<file path="src/rtl/gpio_lk_pkg.sv">
// Shared types and constants of the GPIO port with lock key.
// No dependencies; every other file of the block imports this package.
package gpio_lk_pkg;

   // Access direction codes.
   localparam logic KIND_READ  = 1'b0;
   localparam logic KIND_WRITE = 1'b1;

   // Register select codes.
   localparam logic [2:0] SEL_CFG_LOW  = 3'd0;
   localparam logic [2:0] SEL_CFG_HIGH = 3'd1;
   localparam logic [2:0] SEL_INPUT    = 3'd2;
   localparam logic [2:0] SEL_LATCH    = 3'd3;
   localparam logic [2:0] SEL_SET_RST  = 3'd4;
   localparam logic [2:0] SEL_RESET    = 3'd5;
   localparam logic [2:0] SEL_LOCK     = 3'd6;

   // Configuration reset value: every pin a floating input.
   localparam logic [31:0] CFG_RESET = 32'h4444_4444;
   // Bit position of the key in the lock register.
   localparam int KEY_BIT = 16;
   localparam logic [3:0] NIBBLE = 4'hf;

   // One bus transaction as held in the input register.
   typedef struct packed {
      logic        wr;
      logic [2:0]  sel;
      logic [31:0] data;
      logic [15:0] levels;
   } access_type;

   // Lock register contents as seen by the register file.
   typedef struct packed {
      logic        key;
      logic [15:0] pins;
   } lock_status_type;

   // Lock key sequence position, one-hot.
   typedef enum logic [3:0] {
      PHASE_IDLE  = 4'b0001,
      PHASE_FIRST = 4'b0010,
      PHASE_ZERO  = 4'b0100,
      PHASE_ARMED = 4'b1000
   } lock_phase_type;

endpackage

</file>
<file path="src/rtl/gpio_port_with_lock_key.sv">
// GPIO port with lock key: a 16-pin port behind bus registers; each request
// transaction is one register access plus the sampled pin levels, and yields
// exactly one response transaction with the read data, the output latch and
// the lock state after the access. The block takes one transaction per clock
// while the response side does not stall; each one passes through the input
// register and then the response register. While a response waits, one more
// request is still taken into the input register. Reset restores all
// configuration nibbles to floating input, clears the output latch and
// releases the lock. Depends on gpio_lk_pkg, gpio_lk_regs and gpio_lk_lock.
module gpio_port_with_lock_key
   import gpio_lk_pkg::*;
#(
   parameter int PIN_COUNT = 16
) (
   input  logic        clock,
   input  logic        reset,
   input  logic        req_valid,
   output logic        req_ready,
   input  logic        req_kind,
   input  logic [2:0]  req_reg_select,
   input  logic [31:0] req_write_data,
   input  logic [15:0] req_pin_levels,
   output logic        rsp_valid,
   input  logic        rsp_ready,
   output logic [31:0] rsp_read_data,
   output logic [15:0] rsp_pin_drive,
   output logic        rsp_lock_active
);

   logic            in_valid_ff;
   access_type      in_acc_ff;
   logic            out_valid_ff;
   logic [31:0]     read_data_ff;
   logic [15:0]     pin_drive_ff;
   logic            lock_active_ff;

   logic            advance;
   logic [31:0]     read_data;
   logic [15:0]     latch_next;
   logic            key_next;
   lock_status_type lock_status;

   // The held transaction executes when the response register is free.
   assign advance   = in_valid_ff && (!out_valid_ff || rsp_ready);
   assign req_ready = !in_valid_ff || advance;

   // Input register.
   always_ff @(posedge clock) begin
      if (reset) begin
         in_valid_ff <= 1'b0;
      end else if (req_ready) begin
         in_valid_ff <= req_valid;
      end
   end

   always_ff @(posedge clock) begin
      if (req_valid && req_ready) begin
         in_acc_ff.wr     <= req_kind;
         in_acc_ff.sel    <= req_reg_select;
         in_acc_ff.data   <= req_write_data;
         in_acc_ff.levels <= req_pin_levels;
      end
   end

   gpio_lk_lock #(
      .PIN_COUNT (PIN_COUNT)
   ) u_lock (
      .clock    (clock),
      .reset    (reset),
      .fire     (advance),
      .acc      (in_acc_ff),
      .status   (lock_status),
      .key_next (key_next)
   );

   gpio_lk_regs #(
      .PIN_COUNT (PIN_COUNT)
   ) u_regs (
      .clock      (clock),
      .reset      (reset),
      .fire       (advance),
      .acc        (in_acc_ff),
      .status     (lock_status),
      .read_data  (read_data),
      .latch_next (latch_next)
   );

   // Response register.
   always_ff @(posedge clock) begin
      if (reset) begin
         out_valid_ff <= 1'b0;
      end else if (advance) begin
         out_valid_ff <= 1'b1;
      end else if (rsp_ready) begin
         out_valid_ff <= 1'b0;
      end
   end

   always_ff @(posedge clock) begin
      if (advance) begin
         read_data_ff   <= read_data;
         pin_drive_ff   <= latch_next;
         lock_active_ff <= key_next;
      end
   end

   assign rsp_valid       = out_valid_ff;
   assign rsp_read_data   = read_data_ff;
   assign rsp_pin_drive   = pin_drive_ff;
   assign rsp_lock_active = lock_active_ff;

`ifndef SYNTHESIS
   // Only reset releases the lock.
   a_lock_sticky: assert property (@(posedge clock) disable iff (reset)
      !$past(reset) |-> !$fell(lock_status.key))
      else $error("lock key cleared without reset");

   // Lock state moves only with an executed transaction.
   a_lock_quiet: assert property (@(posedge clock) disable iff (reset)
      !advance |=> $stable(lock_status))
      else $error("lock state changed without a transaction");

   // A response produced while locked reports the lock.
   a_lock_reported: assert property (@(posedge clock) disable iff (reset)
      (advance && lock_status.key) |=> (rsp_valid && rsp_lock_active))
      else $error("response does not report the active lock");

   // A held transaction never executes into an occupied, stalled response.
   a_no_overrun: assert property (@(posedge clock) disable iff (reset)
      (out_valid_ff && !rsp_ready) |-> !advance)
      else $error("response overwritten while stalled");
`endif

endmodule

</file>
<file path="src/rtl/gpio_lk_lock.sv">
// Lock register and lock key sequencer of the GPIO port.
// Depends on gpio_lk_pkg.
module gpio_lk_lock
   import gpio_lk_pkg::*;
#(
   parameter int PIN_COUNT = 16
) (
   input  logic            clock,
   input  logic            reset,
   input  logic            fire,
   input  access_type      acc,
   output lock_status_type status,
   output logic            key_next
);

   localparam logic [15:0] PinMask = 16'((33'h1 << PIN_COUNT) - 33'h1);

   lock_phase_type phase_ff, phase_in;
   logic           key_ff, key_in;
   logic [15:0]    pins_ff, pins_in;

   logic [15:0] wr_pins;
   logic        wr_key;
   logic        same;

   assign wr_pins = acc.data[15:0] & PinMask;
   assign wr_key  = acc.data[KEY_BIT];
   assign same    = wr_pins == pins_ff;

   // Sequence steps; nothing moves once the key is set.
   always_comb begin
      phase_in = phase_ff;
      key_in   = key_ff;
      pins_in  = pins_ff;
      if (fire && !key_ff && acc.sel == SEL_LOCK) begin
         if (acc.wr == KIND_WRITE) begin
            pins_in = wr_pins;
            if (phase_ff == PHASE_FIRST && !wr_key && same) begin
               phase_in = PHASE_ZERO;
            end else if (phase_ff == PHASE_ZERO && wr_key && same) begin
               phase_in = PHASE_ARMED;
            end else begin
               phase_in = wr_key ? PHASE_FIRST : PHASE_IDLE;
            end
         end else begin
            // A read completes an armed sequence and aborts any other.
            if (phase_ff == PHASE_ARMED) begin
               key_in = 1'b1;
            end
            phase_in = PHASE_IDLE;
         end
      end
   end

   always_ff @(posedge clock) begin
      if (reset) begin
         phase_ff <= PHASE_IDLE;
         key_ff   <= 1'b0;
         pins_ff  <= '0;
      end else begin
         phase_ff <= phase_in;
         key_ff   <= key_in;
         pins_ff  <= pins_in;
      end
   end

   assign status.key  = key_ff;
   assign status.pins = pins_ff;
   assign key_next    = key_in;

endmodule

</file>
<file path="src/rtl/gpio_lk_regs.sv">
// Configuration words, output latch and read data selection of the GPIO port.
// Depends on gpio_lk_pkg and on the lock status from gpio_lk_lock.
module gpio_lk_regs
   import gpio_lk_pkg::*;
#(
   parameter int PIN_COUNT = 16
) (
   input  logic            clock,
   input  logic            reset,
   input  logic            fire,
   input  access_type      acc,
   input  lock_status_type status,
   output logic [31:0]     read_data,
   output logic [15:0]     latch_next
);

   localparam logic [15:0] PinMask = 16'((33'h1 << PIN_COUNT) - 33'h1);

   logic [31:0] cfg_low_ff, cfg_low_in;
   logic [31:0] cfg_high_ff, cfg_high_in;
   logic [15:0] latch_ff, latch_in;
   logic [31:0] low_mask, high_mask;

   // Nibbles that a write may change: present pins that are not locked.
   always_comb begin
      for (int i = 0; i < 8; i++) begin
         low_mask[4*i +: 4]  = (i < PIN_COUNT && !(status.key && status.pins[i]))
                               ? NIBBLE : 4'h0;
         high_mask[4*i +: 4] = (i + 8 < PIN_COUNT && !(status.key && status.pins[i + 8]))
                               ? NIBBLE : 4'h0;
      end
   end

   // Register writes.
   always_comb begin
      cfg_low_in  = cfg_low_ff;
      cfg_high_in = cfg_high_ff;
      latch_in    = latch_ff;
      if (fire && acc.wr == KIND_WRITE) begin
         case (acc.sel)
            SEL_CFG_LOW: begin
               cfg_low_in = (cfg_low_ff & ~low_mask) | (acc.data & low_mask);
            end
            SEL_CFG_HIGH: begin
               cfg_high_in = (cfg_high_ff & ~high_mask) | (acc.data & high_mask);
            end
            SEL_LATCH: begin
               latch_in = acc.data[15:0] & PinMask;
            end
            SEL_SET_RST: begin
               // Set wins over reset for a bit named in both halves.
               latch_in = (latch_ff & ~(acc.data[31:16] & PinMask))
                          | (acc.data[15:0] & PinMask);
            end
            SEL_RESET: begin
               latch_in = latch_ff & ~(acc.data[15:0] & PinMask);
            end
            default: begin
            end
         endcase
      end
   end

   // Read data comes from the state before this transaction.
   always_comb begin
      read_data = '0;
      if (acc.wr == KIND_READ) begin
         case (acc.sel)
            SEL_CFG_LOW:  read_data = cfg_low_ff;
            SEL_CFG_HIGH: read_data = cfg_high_ff;
            SEL_INPUT:    read_data = {16'h0, acc.levels & PinMask};
            SEL_LATCH:    read_data = {16'h0, latch_ff};
            SEL_LOCK:     read_data = {15'h0, status.key, status.pins};
            default:      read_data = '0;
         endcase
      end
   end

   always_ff @(posedge clock) begin
      if (reset) begin
         cfg_low_ff  <= CFG_RESET;
         cfg_high_ff <= CFG_RESET;
         latch_ff    <= '0;
      end else begin
         cfg_low_ff  <= cfg_low_in;
         cfg_high_ff <= cfg_high_in;
         latch_ff    <= latch_in;
      end
   end

   assign latch_next = latch_in;

endmodule

</file>
<file path="config.mk">
export PLATFORM = sky130hd
export DESIGN_NAME = gpio_port_with_lock_key
export DESIGN_NICKNAME = d
export VERILOG_FILES = /design/src/rtl/gpio_lk_pkg.sv /design/src/rtl/gpio_port_with_lock_key.sv /design/src/rtl/gpio_lk_lock.sv /design/src/rtl/gpio_lk_regs.sv
export SDC_FILE = /design/constraint.sdc
export NUM_CORES = 1
export LEC_CHECK = 0
export BUFFER_PORTS_ARGS = -buffer_cell sky130_fd_sc_hd__buf_2
export CORE_MARGIN = 4
export CORE_UTILIZATION = 55
export DETAILED_ROUTE_END_ITERATION = 16
export PLACE_DENSITY = 0.82
export SYNTH_ARGS = -nofsm -noshare
export SYNTH_HDL_FRONTEND = slang
export SYNTH_SLANG_ARGS = --single-unit
</file>
<file path="constraint.sdc">
create_clock -name clock -period 7 [get_ports clock]
set_clock_uncertainty 0.05 [all_clocks]
set_input_delay 0 -clock clock [delete_from_list [all_inputs] [get_ports clock]]
set_output_delay 0 -clock clock [all_outputs]
set_load 0.01 [all_outputs]
</file>
==> flow_metrics.tcl <==
set metrics [dict create \
    outcome "finished, final reports clean" \
    end_kind "register" \
    path_class "register to register" \
    grt_first_pass_wirelength_um 33050 \
    grt_overflow 0 \
    setup_viol 0 \
    cap_violations 0 \
    slew_viol_final 0 \
    postRouteAntennaNets 0 \
    nets 949 \
    clk_latency_ns 0.51 \
    io_pins 107 \
    ctsHoldBuffers 54 \
    netlist.area_leader.share_pct 36.39 \
    num_vias 6448 \
    syn_area_um2 8335 \
    h-tree-depth 1 \
    cts_resized 0 \
    rsz0062_at_grt "no" \
    synthFlopType "dfxtp_1" \
    antennaDiodeCount 0 \
    path_max_fanout 29 \
    p_leak_nw 4.204 \
    slowest_delay_ns 0.77 \
    whs_path_depth 4 \
    port_buffers 106 \
    ys_async_sr_fraction_pct 0 \
    peakVddDrop_mv 0.2375 \
    synth.yosys.seq_area_share_pct 61.12 \
    relSlewSlack_pct 21.29 \
    wl_per_cell_um 18.97 \
    die_area_um2 17190 \
    vias_per_cell 5.899 \
    cts-buffers-inserted 22 \
    dr.pass1.iters 5 \
    path_clk_slew_ns 0.06 \
    cts_tree "yes" \
    rr_worst_depth 5 \
    hold_slack_ns 0.06605 \
    routed_wirelength_um 20740 \
    die_h_um 131.1 \
    path_buf_inv 1 \
    grt_max_degree 105 \
    clock-sinks 204 \
    path_cells "buf_4 > nor2b_1 > and2_1 > a22oi_1 > a21oi_1" \
    area_growth_pct 22.77 \
    hold_class "input pin to register" \
    dp_hpwl_um 13130 \
    tightest_slew_ns 1.174 \
    route.detailed.drc 0 \
    postCtsSetupRepairBufs 0 \
    cp.depth 5 \
    grtUsageTotal_pct 23.22 \
    die_x_um 131.1 \
    first_global_vias 6475 \
    period_needed_ns 2.801 \
    critPathTopFamily "simple AND/OR/NAND/NOR gates" \
    rows 44 \
    drive_gt1_share_pct 17.16 \
    crit_slowest_cell "nor2b_1" \
    synth_cells 742 \
    max_freq_ghz 0.3570 \
    antenna_found_initial 0 \
    cts_root_buf "clkbuf_16" \
    clockBufferDepth 3 \
    routabilityCongestion 0.8652 \
    synth_edf_count 101 \
    synth.area.top_cells "edfxtp_1, dfxtp_1, mux2i_1" \
    fin_tns_setup_ns 0 \
    yosys.area.top_type "edfxtp_1" \
    syn_nets 798 \
    hold_viol 0 \
    filler_cell_count 1015 \
    syn_avg_cell_area_um2 11.23 \
    drt_iter0_markers 824 \
    finalCritPeriodShare_pct 40.02 \
    synth_warnings 0 \
    power_density_nw_per_um2 256.0 \
    cp_data_required_time_ns 7.27 \
    start_util_pct 56.71 \
    startpoint_type "register" \
    critPathArrivalTime_ns 3.07 \
    core_area_um2 14700 \
    ys_seq_elements 204 \
    ys_types 45 \
]
cell usage after synthesis (3+ instances only):
library cell    n
a211o_1        16
a21oi_1        73
a22oi_1        27
a31oi_1         6
and2_1          3
buf_2          12
clkbuf_1       26
dfxtp_1       103
edfxtp_1      101
inv_1          11
mux2i_1        84
nand2_1        83
nand2b_1        4
nand3_1         7
nand4_1        19
nor2_1        101
nor2b_1         4
o211ai_1       12
o221ai_1        4
xnor2_1         7
xor2_1          9
kinds of logic after synthesis:
kind of cell	after synthesis	synth area share (%)
multiplexers	85	10.36
AND/OR/NAND/NOR	238	12.83
buffers and inverters	52	2.567
flip-flops	204	61.12
AO/OA/AOI/OAI	147	11.44
XOR/XNOR	16	1.681
cells in the final DEF, fill, tap and decap left out, drive strengths merged, types with 4 or more instances in the layout:
master / instances
buf: 114
dfxtp: 103
edfxtp: 101
nor2: 101
mux2i: 84
nand2: 83
a21oi: 73
dlygate4sd3: 54
a22oi: 27
clkbuf: 26
nand4: 19
a211o: 16
o211ai: 12
clkinv: 12
inv: 11
xor2: 9
nand3: 7
xnor2: 7
a31oi: 6
nand2b: 4
nor2b: 4
o221ai: 4
final cells by class:
cell class,count,area (µm²),share of cell area [%]
Clock buffer,26,565.5,5.526
Clock inverter,14,128.9,1.259
Tap cell,184,230.2,2.250
Multi-Input combinational cell,486,3042,29.72
Sequential cell,204,5095,49.79
Timing Repair Buffer,168,1131,11.05
Inverter,11,41.29,0.4035
metal layers:
layer  track usage [%]  up-vias  wire length [µm]
li1                  -     3001                 -
met1             28.66     3094              7899
met2             41.01      303             10640
met3             4.128       50              1615
met4             8.635        0               576
met5                 0        -                 0
stage by stage:
step | setup WS [ns] | total power [W] | utilization [%] | instance area, µm² | std cells
floorplan | 3.623 | 0.001444 | - | 8335 | 742
global placement | 4.466 | 0.001506 | 61.22 | 8999 | 999
detailed placement | 4.386 | 0.001510 | 61.22 | 8999 | 999
CTS | 4.264 | 0.002626 | 69.62 | 10230 | 1093
global route | 4.071 | 0.002701 | 69.62 | 10230 | 1093
finish | 4.199 | 0.002620 | 69.62 | 10230 | 1093
where the power goes:
group	total (W)	switching, W	internal (W)
Combinational	0.000179	0.000103	0.0000757
Sequential	0.00133	0.0000335	0.00130
Clock	0.00111	0.000455	0.000653
worst min-delay path: cells and delay by family:
| kind | cells | cell delay (ns) |
|---|---|---|
| AO/OA/AOI/OAI | 1 | 0.10 |
| buffers and inverters | 2 | 0.35 |
| AND/OR/NAND/NOR | 1 | 0.09 |
final timing paths:
kind                            end  slack, ns     startpoint
setup / recovery  rsp_read_data[14]       4.20  in_acc_ff[49]
hold reg to reg            register       0.41       register
setup reg to reg  rsp_read_data[14]       4.20  in_acc_ff[49]
hold / removal            rsp_valid       0.07      rsp_ready
Note: power is estimated with default switching activity, not from simulation.
